<file path="config.mk">
export PLATFORM = sky130hd
export DESIGN_NAME = hsa_ram
export DESIGN_NICKNAME = d
export VERILOG_FILES = /design/src/design/handle_slot_allocator_macros.svh /design/src/design/hsa_ram.sv
export SDC_FILE = /design/constraint.sdc
export NUM_CORES = 2
export LEC_CHECK = 0
export ABC_CLOCK_PERIOD_IN_PS = 2700
export BUFFER_PORTS_ARGS = -buffer_cell sky130_fd_sc_hd__buf_2
export CORE_ASPECT_RATIO = 1.2
export CORE_UTILIZATION = 30
export DETAILED_ROUTE_END_ITERATION = 8
export SLEW_MARGIN = 20
export SYNTH_ARGS = -nofsm -noshare
export SYNTH_HDL_FRONTEND = slang
export SYNTH_SLANG_ARGS = --single-unit
</file>
<file path="constraint.sdc">
create_clock -name clk -period 2.7 [get_ports clk]
set_input_delay 0.27 -clock clk [delete_from_list [all_inputs] [get_ports clk]]
set_output_delay 0.27 -clock clk [all_outputs]
set_load 0.02 [all_outputs]
</file>
<file path="src/design/handle_slot_allocator_macros.svh">
// ----------------------------------------------------------------------------
// Assertion macros for the handle slot allocator
// Shared wrappers for concurrent checks clocked on clk, disabled in reset.
// ----------------------------------------------------------------------------
`ifndef HANDLE_SLOT_ALLOCATOR_MACROS_SVH
`define HANDLE_SLOT_ALLOCATOR_MACROS_SVH

// A condition that must hold in the same cycle as its trigger.
`define HSA_ASSERT_SAME(lbl, trig, cond) \
  lbl: assert property (@(posedge clk) disable iff (!rst_n) (trig) |-> (cond)) \
    else $error("handle slot allocator check failed");

// A condition that must hold in the cycle after its trigger.
`define HSA_ASSERT_NEXT(lbl, trig, cond) \
  lbl: assert property (@(posedge clk) disable iff (!rst_n) (trig) |=> (cond)) \
    else $error("handle slot allocator check failed");

`endif

</file>
<file path="src/design/hsa_ram.sv">
// ----------------------------------------------------------------------------
// hsa_ram
// Generic single-write, single-read RAM with a registered read port.
// ----------------------------------------------------------------------------
`timescale 1ns / 1ps

module hsa_ram #(
  parameter int WIDTH = 8,
  parameter int DEPTH = 256
) (
  input  logic                     clk,
  input  logic                     we,
  input  logic [$clog2(DEPTH)-1:0] waddr,
  input  logic [WIDTH-1:0]         wdata,
  input  logic                     re,
  input  logic [$clog2(DEPTH)-1:0] raddr,
  output logic [WIDTH-1:0]         rdata
);

  logic [WIDTH-1:0] mem [DEPTH];
  logic [WIDTH-1:0] rdata_r;

  always_ff @(posedge clk) begin
    if (we) begin
      mem[waddr] <= wdata;
    end
    // The read data holds until the next read, so a stalled result stays put.
    if (re) begin
      rdata_r <= mem[raddr];
    end
  end

  assign rdata = rdata_r;

endmodule

</file>
==> impl_metrics.yaml <==
detailed_routing:
  dr.pass1.iters: 6
  wl_per_cell_um: 25.69
  drtAntennaViolNets: 0
  dr.first_iter.drc_count: 3879
  drcViolationCount: 0
  drt-total-wl_mm: 208.1
  num_vias: 40180
  viasPerCell: 4.961
clock_network:
  cts_tree: "yes"
  clk_path_buf_depth: 4
  cts_sinks: 2056
  clock_latency_ps: 840
  cts-root-buf: "clkbuf_16"
  cts_buffers: 186
  cts_htree_levels: 4
  path_clk_slew_ps: 70
  post-cts-setup-buffers: 0
global_routing:
  grt_pass1_vias: 41756
  grt_use_total_pct: 15.36
  grt_max_degree: 101
  antenna_found_initial: 18
  grt_first_pass_wirelength_mm: 300.6
  grt_overflow: 0
yosys:
  syn_area_um2: 79640
  synth.avg_cell_area_um2: 21.33
  syn-num-nets: 3760
  synth_top_family_by_area: "multiplexers"
  synthCells: 3733
  yosysWarnings: 0
  netlist_top_cells_area: "edfxtp_1 78%, mux4_2 13%, mux2i_1 1.7%"
  synth_edf_count: 2056
  synthFlopType: "edfxtp_1"
  seq_area_frac_synth_pct: 77.53
  yosys.area.top_type_share_pct: 77.53
  synthAdderAreaFrac_pct: 0
  synth_top_area_cell: "edfxtp_1"
  synth.distinct_cells: 54
  synth-async-reset-ratio_pct: 0
  synth-xor-area-share_pct: 0
  ys_ff_latch: 2056
  synth-compound-area-share_pct: 3.416
  synthMuxAreaShare_pct: 14.60
  synth_simple_gate_area_share_pct: 2.625
sta:
  relSlewSlack_pct: 37.97
  rsz0062_at_grt: "false"
  fin_crit_ps: 2655
  period_share_pct: 98.34
  layout_setup_ws_ps: 44.89
  timing.hold.ws_ps: -1.269
  final_max_slew_viol_count: 0
  fmax_ghz: 0.3766
  skew_ps: 60.54
  hold_violations: 1
  tightest_slew_ps: 930.5
  finalSetupViolations: 0
outcome:
  outcome: "finished with violations"
  violations: "negative hold slack"
finish:
  final_common_cell: "edfxtp_1"
  drive_gt1_share_pct: 31.96
  layout_common_cells: "2056 x edfxtp_1, 621 x buf_4, 454 x mux4_2, 279 x nor2_1, 187 x clkbuf_16"
  area_growth_pct: 19.27
  nets: 4452
worst_setup_path:
  cp.required_ps: 3230
  crit_path_max_fanout: 1
  arrival_ps: 3190
  worstSetupStartpointType: "register"
  crit_path_end_kind: "register"
  path_class: "reg -> reg"
  r2r_cells: 8
place:
  place_congestion: 0.8345
  pre_cts_ws_ps: -990.0
  io_buffers: 34
  dp_hpwl_mm: 137.9
floorplan:
  dieHeight_um: 566.4
  die-area_um2: 267500
  rows: 206
  io_pins: 35
  core-area_um2: 263200
  die_width_um: 472.3
  start_util_pct: 30.26
pwr:
  vdd_drop_max_uv: 518.1
  p_int_mw: 50.88
  powerDensity_nw_per_um2: 679.2
  pwr-share-comb_pct: 5.7
  p_seq_share_pct: 54.6
  sw_frac_of_total_pct: 21.13
  p_leak_nw: 30.16
  power.switching_mw: 13.63
  clockPowerShare_pct: 39.6
worst_hold_path:
  min_path_type: "in -> reg"
  holdPathStages: 1
run:
  max_cap_viol_count: 0
-- state kept, by name (all words and copies together), names as in the netlist --
| register | cells |
|---|---|
| mem | 2048 |
| rdata | 8 |
-- power by group through the flow --
stage | clock network [mW] | logic, mW | registers (mW)
2_1_floorplan | 0 | 1.71 | 35.9
3_3_place_gp | 0 | 3.68 | 35.9
3_5_place_dp | 0 | 3.72 | 35.9
4_1_cts | 26.0 | 3.75 | 35.2
5_1_grt | 27.1 | 3.89 | 35.2
6_report | 25.6 | 3.71 | 35.2
-- repair_timing --
action                     CTS  global route
pin swaps                    3             1
hold buffers                 8             0
setup endpoints to repair    3             2
hold endpoints to repair   314             0
gates cloned                 0             0
resized for setup            8             3
-- critical path, stage by stage, from the launching register on --
cell,delay (ps)
edfxtp_1,370
mux4_2,470
a22o_1,280
a221oi_2,200
buf_4,200
o32ai_1,160
nor3_4,460
buf_4,190
nor4_1,40
-- cell families after synthesis --
logic type,count (synthesis)
DFF,2056
and+or+nand+nor,466
buffers and inverters,235
AOI/OAI and AO/OA,385
muxes,591
-- final cells by class --
class | count | area (um^2)
multi-input cells | 1442 | 16550
fillers | 23937 | 168200
repair buffers | 737 | 6521
diodes | 8 | 20.02
clock buffers | 222 | 4811
flip-flops and latches | 2056 | 61740
inverters | 2 | 7.507
well taps | 3536 | 4424
clock inverters | 96 | 915.9
-- worst paths after layout --
kind	to	from	slack [ps]
max	rdata[5]	mem[211][5]	40
min	mem[205][3]	wdata[3]	-1
min reg2reg	rdata[3]	mem[40][3]	1230
max reg2reg	rdata[5]	mem[211][5]	40
-- cells in the mapped netlist, drive strengths merged (4+ instances only) --
library cell	number
or2	4
a22o	8
a221oi	14
nor2b	31
o22ai	28
edfxtp	2056
nand4	10
nor3	22
o211ai	10
o32ai	5
mux4	456
mux2i	134
o21ai	12
o221ai	47
buf	122
nand3	34
nor2	282
a22oi	133
nor4	27
nand2b	8
and2	6
nand2	33
a21oi	96
a2111oi	5
o22a	5
clkbuf	111
a211oi	16
-- layer usage --
layer / wire (um) / track usage, % / vias up
met1: 79300 / 18.51 / 21454
li1: - / - / 17070
met3: 10230 / 2.093 / 365
met5: 27 / 0 / -
met4: 9001 / 6.201 / 4
met2: 109500 / 27.45 / 1287
-- through the flow --
| step | instances | TNS (ps) | power (mW) | utilization (%) | cell area [um^2] |
|---|---|---|---|---|---|
| 3_3_place_gp | 7765 | -5040 | 39.60 | 33.86 | 89090 |
| 4_1_cts | 8091 | 0 | 65.00 | 36.08 | 94950 |
| 5_1_grt | 8095 | 0 | 66.20 | 36.09 | 94970 |
| 2_1_floorplan | 3733 | 0 | 37.63 | - | 79640 |
| 6_report | 8099 | 0 | 64.51 | 36.09 | 94980 |
| 3_5_place_dp | 7765 | -4634 | 39.64 | 33.86 | 89100 |
(Power assumes the default switching activity.)
