--- src/design/handle_slot_allocator_macros.svh ---
// ----------------------------------------------------------------------------
// Assertion macros for the handle slot allocator
// Shared wrappers for concurrent checks clocked on clk, disabled in reset.
// ----------------------------------------------------------------------------
`ifndef HANDLE_SLOT_ALLOCATOR_MACROS_SVH
`define HANDLE_SLOT_ALLOCATOR_MACROS_SVH

// A condition that must hold in the same cycle as its trigger.
`define HSA_ASSERT_SAME(lbl, trig, cond) \
  lbl: assert property (@(posedge clk) disable iff (!rst_n) (trig) |-> (cond)) \
    else $error("handle slot allocator check failed");

// A condition that must hold in the cycle after its trigger.
`define HSA_ASSERT_NEXT(lbl, trig, cond) \
  lbl: assert property (@(posedge clk) disable iff (!rst_n) (trig) |=> (cond)) \
    else $error("handle slot allocator check failed");

`endif

--- src/design/hsa_pkg.sv ---
// ----------------------------------------------------------------------------
// hsa_pkg
// Sizes, command and status codes and shared structs of the handle allocator.
// ----------------------------------------------------------------------------
`timescale 1ns / 1ps

package hsa_pkg;

  localparam int SLOTS  = 256;
  localparam int IDX_W  = $clog2(SLOTS);
  localparam int CNT_W  = $clog2(SLOTS + 1);
  localparam int HDL_W  = 16;
  localparam int OBJ_W  = 32;
  localparam int ACC_W  = 8;
  localparam int GEN_W  = 16;

  localparam logic [1:0] CMD_ALLOC  = 2'd0;
  localparam logic [1:0] CMD_FREE   = 2'd1;
  localparam logic [1:0] CMD_LOOKUP = 2'd2;

  localparam logic [1:0] ST_OK    = 2'd0;
  localparam logic [1:0] ST_INVAL = 2'd1;
  localparam logic [1:0] ST_FULL  = 2'd2;

  typedef struct packed {
    logic             used;
    logic [GEN_W-1:0] generation;
    logic [ACC_W-1:0] access;
    logic [OBJ_W-1:0] object;
  } slot_data_t;

  typedef struct packed {
    logic             re;
    logic [IDX_W-1:0] raddr;
    logic             we;
    logic [IDX_W-1:0] waddr;
    logic [IDX_W-1:0] wdata;
  } stk_req_t;

  typedef struct packed {
    logic             re;
    logic [IDX_W-1:0] raddr;
    logic             we;
    logic [IDX_W-1:0] waddr;
    slot_data_t       wdata;
  } slot_req_t;

  typedef struct packed {
    logic [1:0]       status;
    logic [HDL_W-1:0] handle;
    logic [OBJ_W-1:0] object;
    logic [ACC_W-1:0] access;
    logic [GEN_W-1:0] generation;
    logic             release_obj;
  } result_t;

endpackage

--- src/design/hsa_ctrl.sv ---
// ----------------------------------------------------------------------------
// hsa_ctrl
// Command sequencer: free stack pop and push, slot table read-modify-write.
// ----------------------------------------------------------------------------
`timescale 1ns / 1ps

module hsa_ctrl (
  input  logic                    clk,
  input  logic                    rst_n,
  input  logic                    in_tvalid,
  output logic                    in_tready,
  input  logic [1:0]              in_cmd,
  input  logic [hsa_pkg::HDL_W-1:0] in_handle,
  input  logic [hsa_pkg::OBJ_W-1:0] in_object,
  input  logic [hsa_pkg::ACC_W-1:0] in_access,
  output hsa_pkg::stk_req_t       stk_req,
  input  logic [hsa_pkg::IDX_W-1:0] stk_rdata,
  output hsa_pkg::slot_req_t      slot_req,
  input  hsa_pkg::slot_data_t     slot_rdata,
  output logic                    res_valid,
  input  logic                    res_ready,
  output hsa_pkg::result_t        res
);

  import hsa_pkg::*;

  typedef enum logic [1:0] {S_IDLE, S_POP, S_FIN} state_t;

  state_t           state_r, state_nxt;
  logic [1:0]       cmd_r, cmd_nxt;
  logic [OBJ_W-1:0] obj_r, obj_nxt;
  logic [ACC_W-1:0] acc_r, acc_nxt;
  logic [1:0]       err_r, err_nxt;
  logic [IDX_W-1:0] pop_addr_r, pop_addr_nxt;
  logic [IDX_W-1:0] idx_r, idx_nxt;
  logic             live_r, live_nxt;
  logic [CNT_W-1:0] free_top_r, free_top_nxt;
  logic [CNT_W-1:0] low_r, low_nxt;

  logic [CNT_W-1:0] top_m1;
  logic [CNT_W-1:0] seen_lim;
  logic [IDX_W-1:0] h_idx;
  logic             h_bad;
  logic             stk_written;
  logic [IDX_W-1:0] pop_idx;
  logic             slot_used;
  logic [GEN_W-1:0] cur_gen;
  logic [GEN_W-1:0] new_gen;

  assign in_tready = (state_r == S_IDLE);
  assign res_valid = (state_r == S_FIN);

  // low_r is the lowest value the stack top has ever reached. Stack entries at
  // or above it have been written by a push; slots below SLOTS - low_r have
  // been allocated at least once. Everything else still holds its reset value.
  assign top_m1      = free_top_r - CNT_W'(1);
  assign seen_lim    = CNT_W'(SLOTS) - low_r;
  assign h_idx       = in_handle[IDX_W-1:0];
  assign h_bad       = ({1'b0, in_handle} >= (HDL_W + 1)'(SLOTS));
  assign stk_written = (CNT_W'(pop_addr_r) >= low_r);
  assign pop_idx     = stk_written ? stk_rdata : (IDX_W'(SLOTS - 1) - pop_addr_r);
  assign slot_used   = live_r && slot_rdata.used;
  assign cur_gen     = live_r ? slot_rdata.generation : '0;
  assign new_gen     = cur_gen + GEN_W'(1);

  always_comb begin
    state_nxt    = state_r;
    cmd_nxt      = cmd_r;
    obj_nxt      = obj_r;
    acc_nxt      = acc_r;
    err_nxt      = err_r;
    pop_addr_nxt = pop_addr_r;
    idx_nxt      = idx_r;
    live_nxt     = live_r;
    free_top_nxt = free_top_r;
    low_nxt      = low_r;
    stk_req      = '0;
    slot_req     = '0;
    res          = '0;

    unique case (state_r)
      S_IDLE: begin
        if (in_tvalid) begin
          cmd_nxt   = in_cmd;
          obj_nxt   = in_object;
          acc_nxt   = in_access;
          idx_nxt   = h_idx;
          live_nxt  = (CNT_W'(h_idx) < seen_lim);
          err_nxt   = ST_OK;
          state_nxt = S_FIN;
          unique case (in_cmd)
            CMD_ALLOC: begin
              if (free_top_r == '0) begin
                err_nxt = ST_FULL;
              end else begin
                stk_req.re    = 1'b1;
                stk_req.raddr = top_m1[IDX_W-1:0];
                pop_addr_nxt  = top_m1[IDX_W-1:0];
                state_nxt     = S_POP;
              end
            end
            CMD_FREE, CMD_LOOKUP: begin
              if (h_bad) begin
                err_nxt = ST_INVAL;
              end else begin
                slot_req.re    = 1'b1;
                slot_req.raddr = h_idx;
              end
            end
            default: begin
              err_nxt = ST_INVAL;
            end
          endcase
        end
      end

      S_POP: begin
        // A slot taken from a stack entry that was never pushed is fresh.
        idx_nxt        = pop_idx;
        live_nxt       = stk_written;
        slot_req.re    = 1'b1;
        slot_req.raddr = pop_idx;
        state_nxt      = S_FIN;
      end

      S_FIN: begin
        res.status = err_r;
        if (err_r == ST_OK) begin
          unique case (cmd_r)
            CMD_ALLOC: begin
              if (slot_used) begin
                res.status = ST_FULL;
              end else begin
                res.handle     = HDL_W'(idx_r);
                res.generation = new_gen;
              end
            end
            CMD_LOOKUP: begin
              if (!slot_used) begin
                res.status = ST_INVAL;
              end else begin
                res.object     = slot_rdata.object;
                res.access     = slot_rdata.access;
                res.generation = cur_gen;
              end
            end
            default: begin
              if (!slot_used || free_top_r >= CNT_W'(SLOTS)) begin
                res.status = ST_INVAL;
              end else begin
                res.object      = slot_rdata.object;
                res.release_obj = 1'b1;
              end
            end
          endcase
        end
        if (res_ready) begin
          state_nxt = S_IDLE;
          if (res.status == ST_OK && cmd_r == CMD_ALLOC) begin
            slot_req.we               = 1'b1;
            slot_req.waddr            = idx_r;
            slot_req.wdata.used       = 1'b1;
            slot_req.wdata.object     = obj_r;
            slot_req.wdata.access     = acc_r;
            slot_req.wdata.generation = new_gen;
            free_top_nxt              = top_m1;
            if (top_m1 < low_r) begin
              low_nxt = top_m1;
            end
          end
          if (res.release_obj) begin
            stk_req.we                = 1'b1;
            stk_req.waddr             = free_top_r[IDX_W-1:0];
            stk_req.wdata             = idx_r;
            slot_req.we               = 1'b1;
            slot_req.waddr            = idx_r;
            slot_req.wdata.generation = cur_gen;
            free_top_nxt              = free_top_r + CNT_W'(1);
          end
        end
      end

      default: begin
        state_nxt = S_IDLE;
      end
    endcase
  end

  always_ff @(posedge clk) begin
    if (!rst_n) begin
      state_r    <= S_IDLE;
      free_top_r <= CNT_W'(SLOTS);
      low_r      <= CNT_W'(SLOTS);
    end else begin
      state_r    <= state_nxt;
      free_top_r <= free_top_nxt;
      low_r      <= low_nxt;
    end
    cmd_r      <= cmd_nxt;
    obj_r      <= obj_nxt;
    acc_r      <= acc_nxt;
    err_r      <= err_nxt;
    pop_addr_r <= pop_addr_nxt;
    idx_r      <= idx_nxt;
    live_r     <= live_nxt;
  end

endmodule

--- config.mk ---
export PLATFORM = sky130hd
export DESIGN_NAME = hsa_ctrl
export DESIGN_NICKNAME = d
export VERILOG_FILES = /design/src/design/handle_slot_allocator_macros.svh /design/src/design/hsa_pkg.sv /design/src/design/hsa_ctrl.sv
export SDC_FILE = /design/constraint.sdc
export NUM_CORES = 1
export LEC_CHECK = 0
export BUFFER_PORTS_ARGS = -buffer_cell sky130_fd_sc_hd__buf_2
export CAP_MARGIN = 20
export CORE_MARGIN = 2
export CORE_UTILIZATION = 47
export CTS_CLUSTER_SIZE = 16
export DETAILED_ROUTE_END_ITERATION = 6
export PLACE_DENSITY = 0.82
export SYNTH_ARGS = -nofsm -noshare
export SYNTH_HDL_FRONTEND = slang
export SYNTH_SLANG_ARGS = --single-unit
--- constraint.sdc ---
create_clock -name clk -period 4.8 [get_ports clk]
set_input_delay 0.24 -clock clk [delete_from_list [all_inputs] [get_ports clk]]
set_output_delay 0.24 -clock clk [all_outputs]
set_load 0.02 [all_outputs]
==> run summary <==
antenna violations before repair -> 0
largest net degree at the start of global routing -> 63
met3 wire length -> 1744 um
Final Cycle Share -> 0.7578
number of port buffers -> 296
share of the synthesized area in the top cell type -> 0.3004
# Post-CTS Setup Buffers -> 0
Post-DRT Antenna Nets -> 0
number of global-route vias before repair -> 5,828
Worst-Skew Late Latency -> 0.34 ns
Ports -> 305
Post-synth top flop -> edfxtp_1
#FFs+latches synth -> 81
Die Ht -> 117.9 um
clock period minus worst slack -> 3.637 ns
Worst Path Class, Setup -> reg2reg
status -> complete, no violations
RSZ-0062 raised after global routing -> no
Top Metal Used -> met4
total die area -> 0.01390 mm^2
gr ovfl total -> 0
Starting Density -> 0.4832
WL/cell -> 17.31 um
crit-path max cell delay -> 0.64 ns
Arrival @ worst endpoint -> 3.85 ns
Hold Path Class -> in2reg
Worst Path Max Fanout -> 17
synthesized area -> 0.006098 mm^2
Gate Count Post-Synth -> 711
Req. time, crit path -> 5.01 ns
CP delay by family, top -> compound AO/OA/AOI/OAI gates
asr flop ratio synth -> 0
Critical Path Sink Type -> flip-flop
Vias -> 6,373
share of cells above drive strength 1 -> 0.3384
syn avg cell area -> 8.577 um^2
commonest non-fill, non-tap cell in the layout -> buf_2
total track usage -> 0.2797
routed vias/inst -> 5.513
Pwr Density -> 225.4 mW/mm^2
top achievable clock speed -> 274.9 MHz
H-tree depth -> 3
CTS Buf Count -> 9
setup TNS -> 0 ns
Post-synth EDFFs -> 61
post_cts resized -> 0
diode count -> 0
# setup viols final -> 0
Final Hold Fails -> 0
global placement routability congestion -> 0.9184
register area share after synthesis -> 0.3660
first-pass GRT wire length -> 31,190 um
die width -> 117.9 um
WL met1 -> 8619 um
met2 routed WL -> 9370 um
clk slew on worst S/H paths -> 0.07 ns
CTS root buffer -> clkbuf_16
row count -> 41
Peak VDD IR -> 0.3233 mV
hold_buf cts -> 0
DP HPWL -> 15,700 um
fin cells -> 1,156
library cells used by synthesis -> 73
synth top area cells -> edfxtp_1 30%, and2_1 11%, dfxtp_1 6.6%
TritonCTS clock tree -> yes
worst-margin pin slew -> 1.106 ns
core area -> 0.01262 mm^2
commonest cells after routing, fill and taps aside -> 296 x buf_2, 108 x and2_1, 62 x nor2_1, 61 x edfxtp_1, 46 x nand2_1
Initial DRC Count -> 640
area leader, netlist -> edfxtp_1
max_cap viols -> 0
layout net count -> 1,135
residual DRC count -> 0
Syn-to-layout area delta -> 30.71%
Design Area, Final -> 0.007971 mm^2
Clock Path Buffers -> 2
Pins Over Slew Limit -> 0
clock sinks -> 81
final wirelength -> 20,010 um
Setup crit start kind -> flip-flop
placed cell count -> 1,140
Slew headroom -> 0.2611
count of warnings emitted by yosys -> 0
cell breakdown of the critical path -> inv_1 > ha_1 > or3b_1 > or3_1 > xor2_1 > inv_1 > ha_1 > a21oi_1 > o221ai_1 > a211oi_4 > mux2i_1 > nand2_1
Area after DPL -> 0.007640 mm^2
drt pass-1 iters -> 6
Crit path buffers/inverters -> 2
CP max-delay cell -> a211oi_4
Fin Clk Skew -> 0.009817 ns
static leakage -> 3.899 nW
# fillers -> 1,138
-- power breakdown --
part / internal [mW] / switching, mW / leakage [nW]
registers: 0.796 / 0.0208 / 0.728
clock network: 0.466 / 0.298 / 0.163
logic: 0.0844 / 0.132 / 3.01
total: 1.35 / 0.451 / 3.90
-- stage by stage --
stage	total power [mW]	util	worst slack (ns)	hold slack (ns)
2_1_floorplan	0.9493	-	1.332	0.3389
3_3_place_gp	1.039	0.6054	1.355	0.4163
3_5_place_dp	1.046	0.6054	1.210	0.4186
4_1_cts	1.804	0.6317	1.197	0.06391
5_1_grt	1.857	0.6317	0.8939	0.05973
6_report	1.796	0.6317	1.163	0.06697
-- worst paths after layout --
| check | from | to | slack, ns | depth (start not counted) |
|---|---|---|---|---|
| worst max-delay path | free_top_r[0] | low_r[8] | 1.16 | 12 |
| worst min-delay path | in_object[26] | obj_r[26] | 0.07 | 1 |
| worst max register to register | free_top_r[0] | low_r[8] | 1.16 | 12 |
| worst min register to register | low_r[3] | low_r[3] | 0.54 | 1 |
-- routing by layer --
layer,vias up,global-route usage
met4,0,0.07304
met2,288,0.4484
li1,3075,-
met5,-,0
met1,2990,0.3789
met3,20,0.06734
-- cell families after synthesis --
| logic type | after synthesis | synth area share |
|---|---|---|
| other | 1 | 0.0006149 |
| adder cells (fa/ha/maj) | 29 | 0.05950 |
| buffers and inverters | 91 | 0.06299 |
| multiplexers | 5 | 0.008207 |
| flip-flops | 81 | 0.3660 |
| XOR/XNOR | 21 | 0.03016 |
| AO/OA/AOI/OAI | 154 | 0.1754 |
| AND/OR/NAND/NOR | 329 | 0.2971 |
-- synth_stat cells (6+ instances only) --
master     instances
o221ai_1           9
and3_1            12
xnor2_1           16
ha_1              29
and2_1           108
clkbuf_1          37
dfxtp_1           20
inv_1             33
nand4_1           13
o21a_1             7
buf_4             10
or3_1              8
edfxtp_1          61
nand3_1           31
a21oi_1           38
nand2b_1           7
o21ai_1           19
nand2_1           46
o211a_1            6
a2bb2oi_1          7
o21ai_0           13
a221oi_1          16
nor2_1            63
nor3_1            11
-- area by class of cell --
| class | instances | area (um^2) | share of cell area |
|---|---|---|---|
| tap | 172 | 215.2 | 0.02700 |
| clock inverter | 7 | 106.4 | 0.01334 |
| clock buffer | 9 | 225.2 | 0.02825 |
| timing repair buffer | 303 | 1534 | 0.1924 |
| inverter | 38 | 142.6 | 0.01789 |
| sequential | 81 | 2232 | 0.2800 |
| multi-input combinational | 546 | 3516 | 0.4411 |
-- flip-flops by register name, indices dropped and copies added (netlist names) --
register,count
live_r,1
low_r,9
err_r,2
obj_r,32
pop_addr_r,8
acc_r,8
idx_r,8
state_r,2
cmd_r,2
free_top_r,9
-- worst register-to-register path: cells and delay by family, from the launching register on --
family	cells	cell delay, ns
simple gates	3	0.87
flops	1	0.39
compound gates	3	0.98
buf+inv	2	0.24
mux	1	0.26
fa+ha+maj	2	0.51
xor+xnor	1	0.26
(Power assumes the default switching activity.)
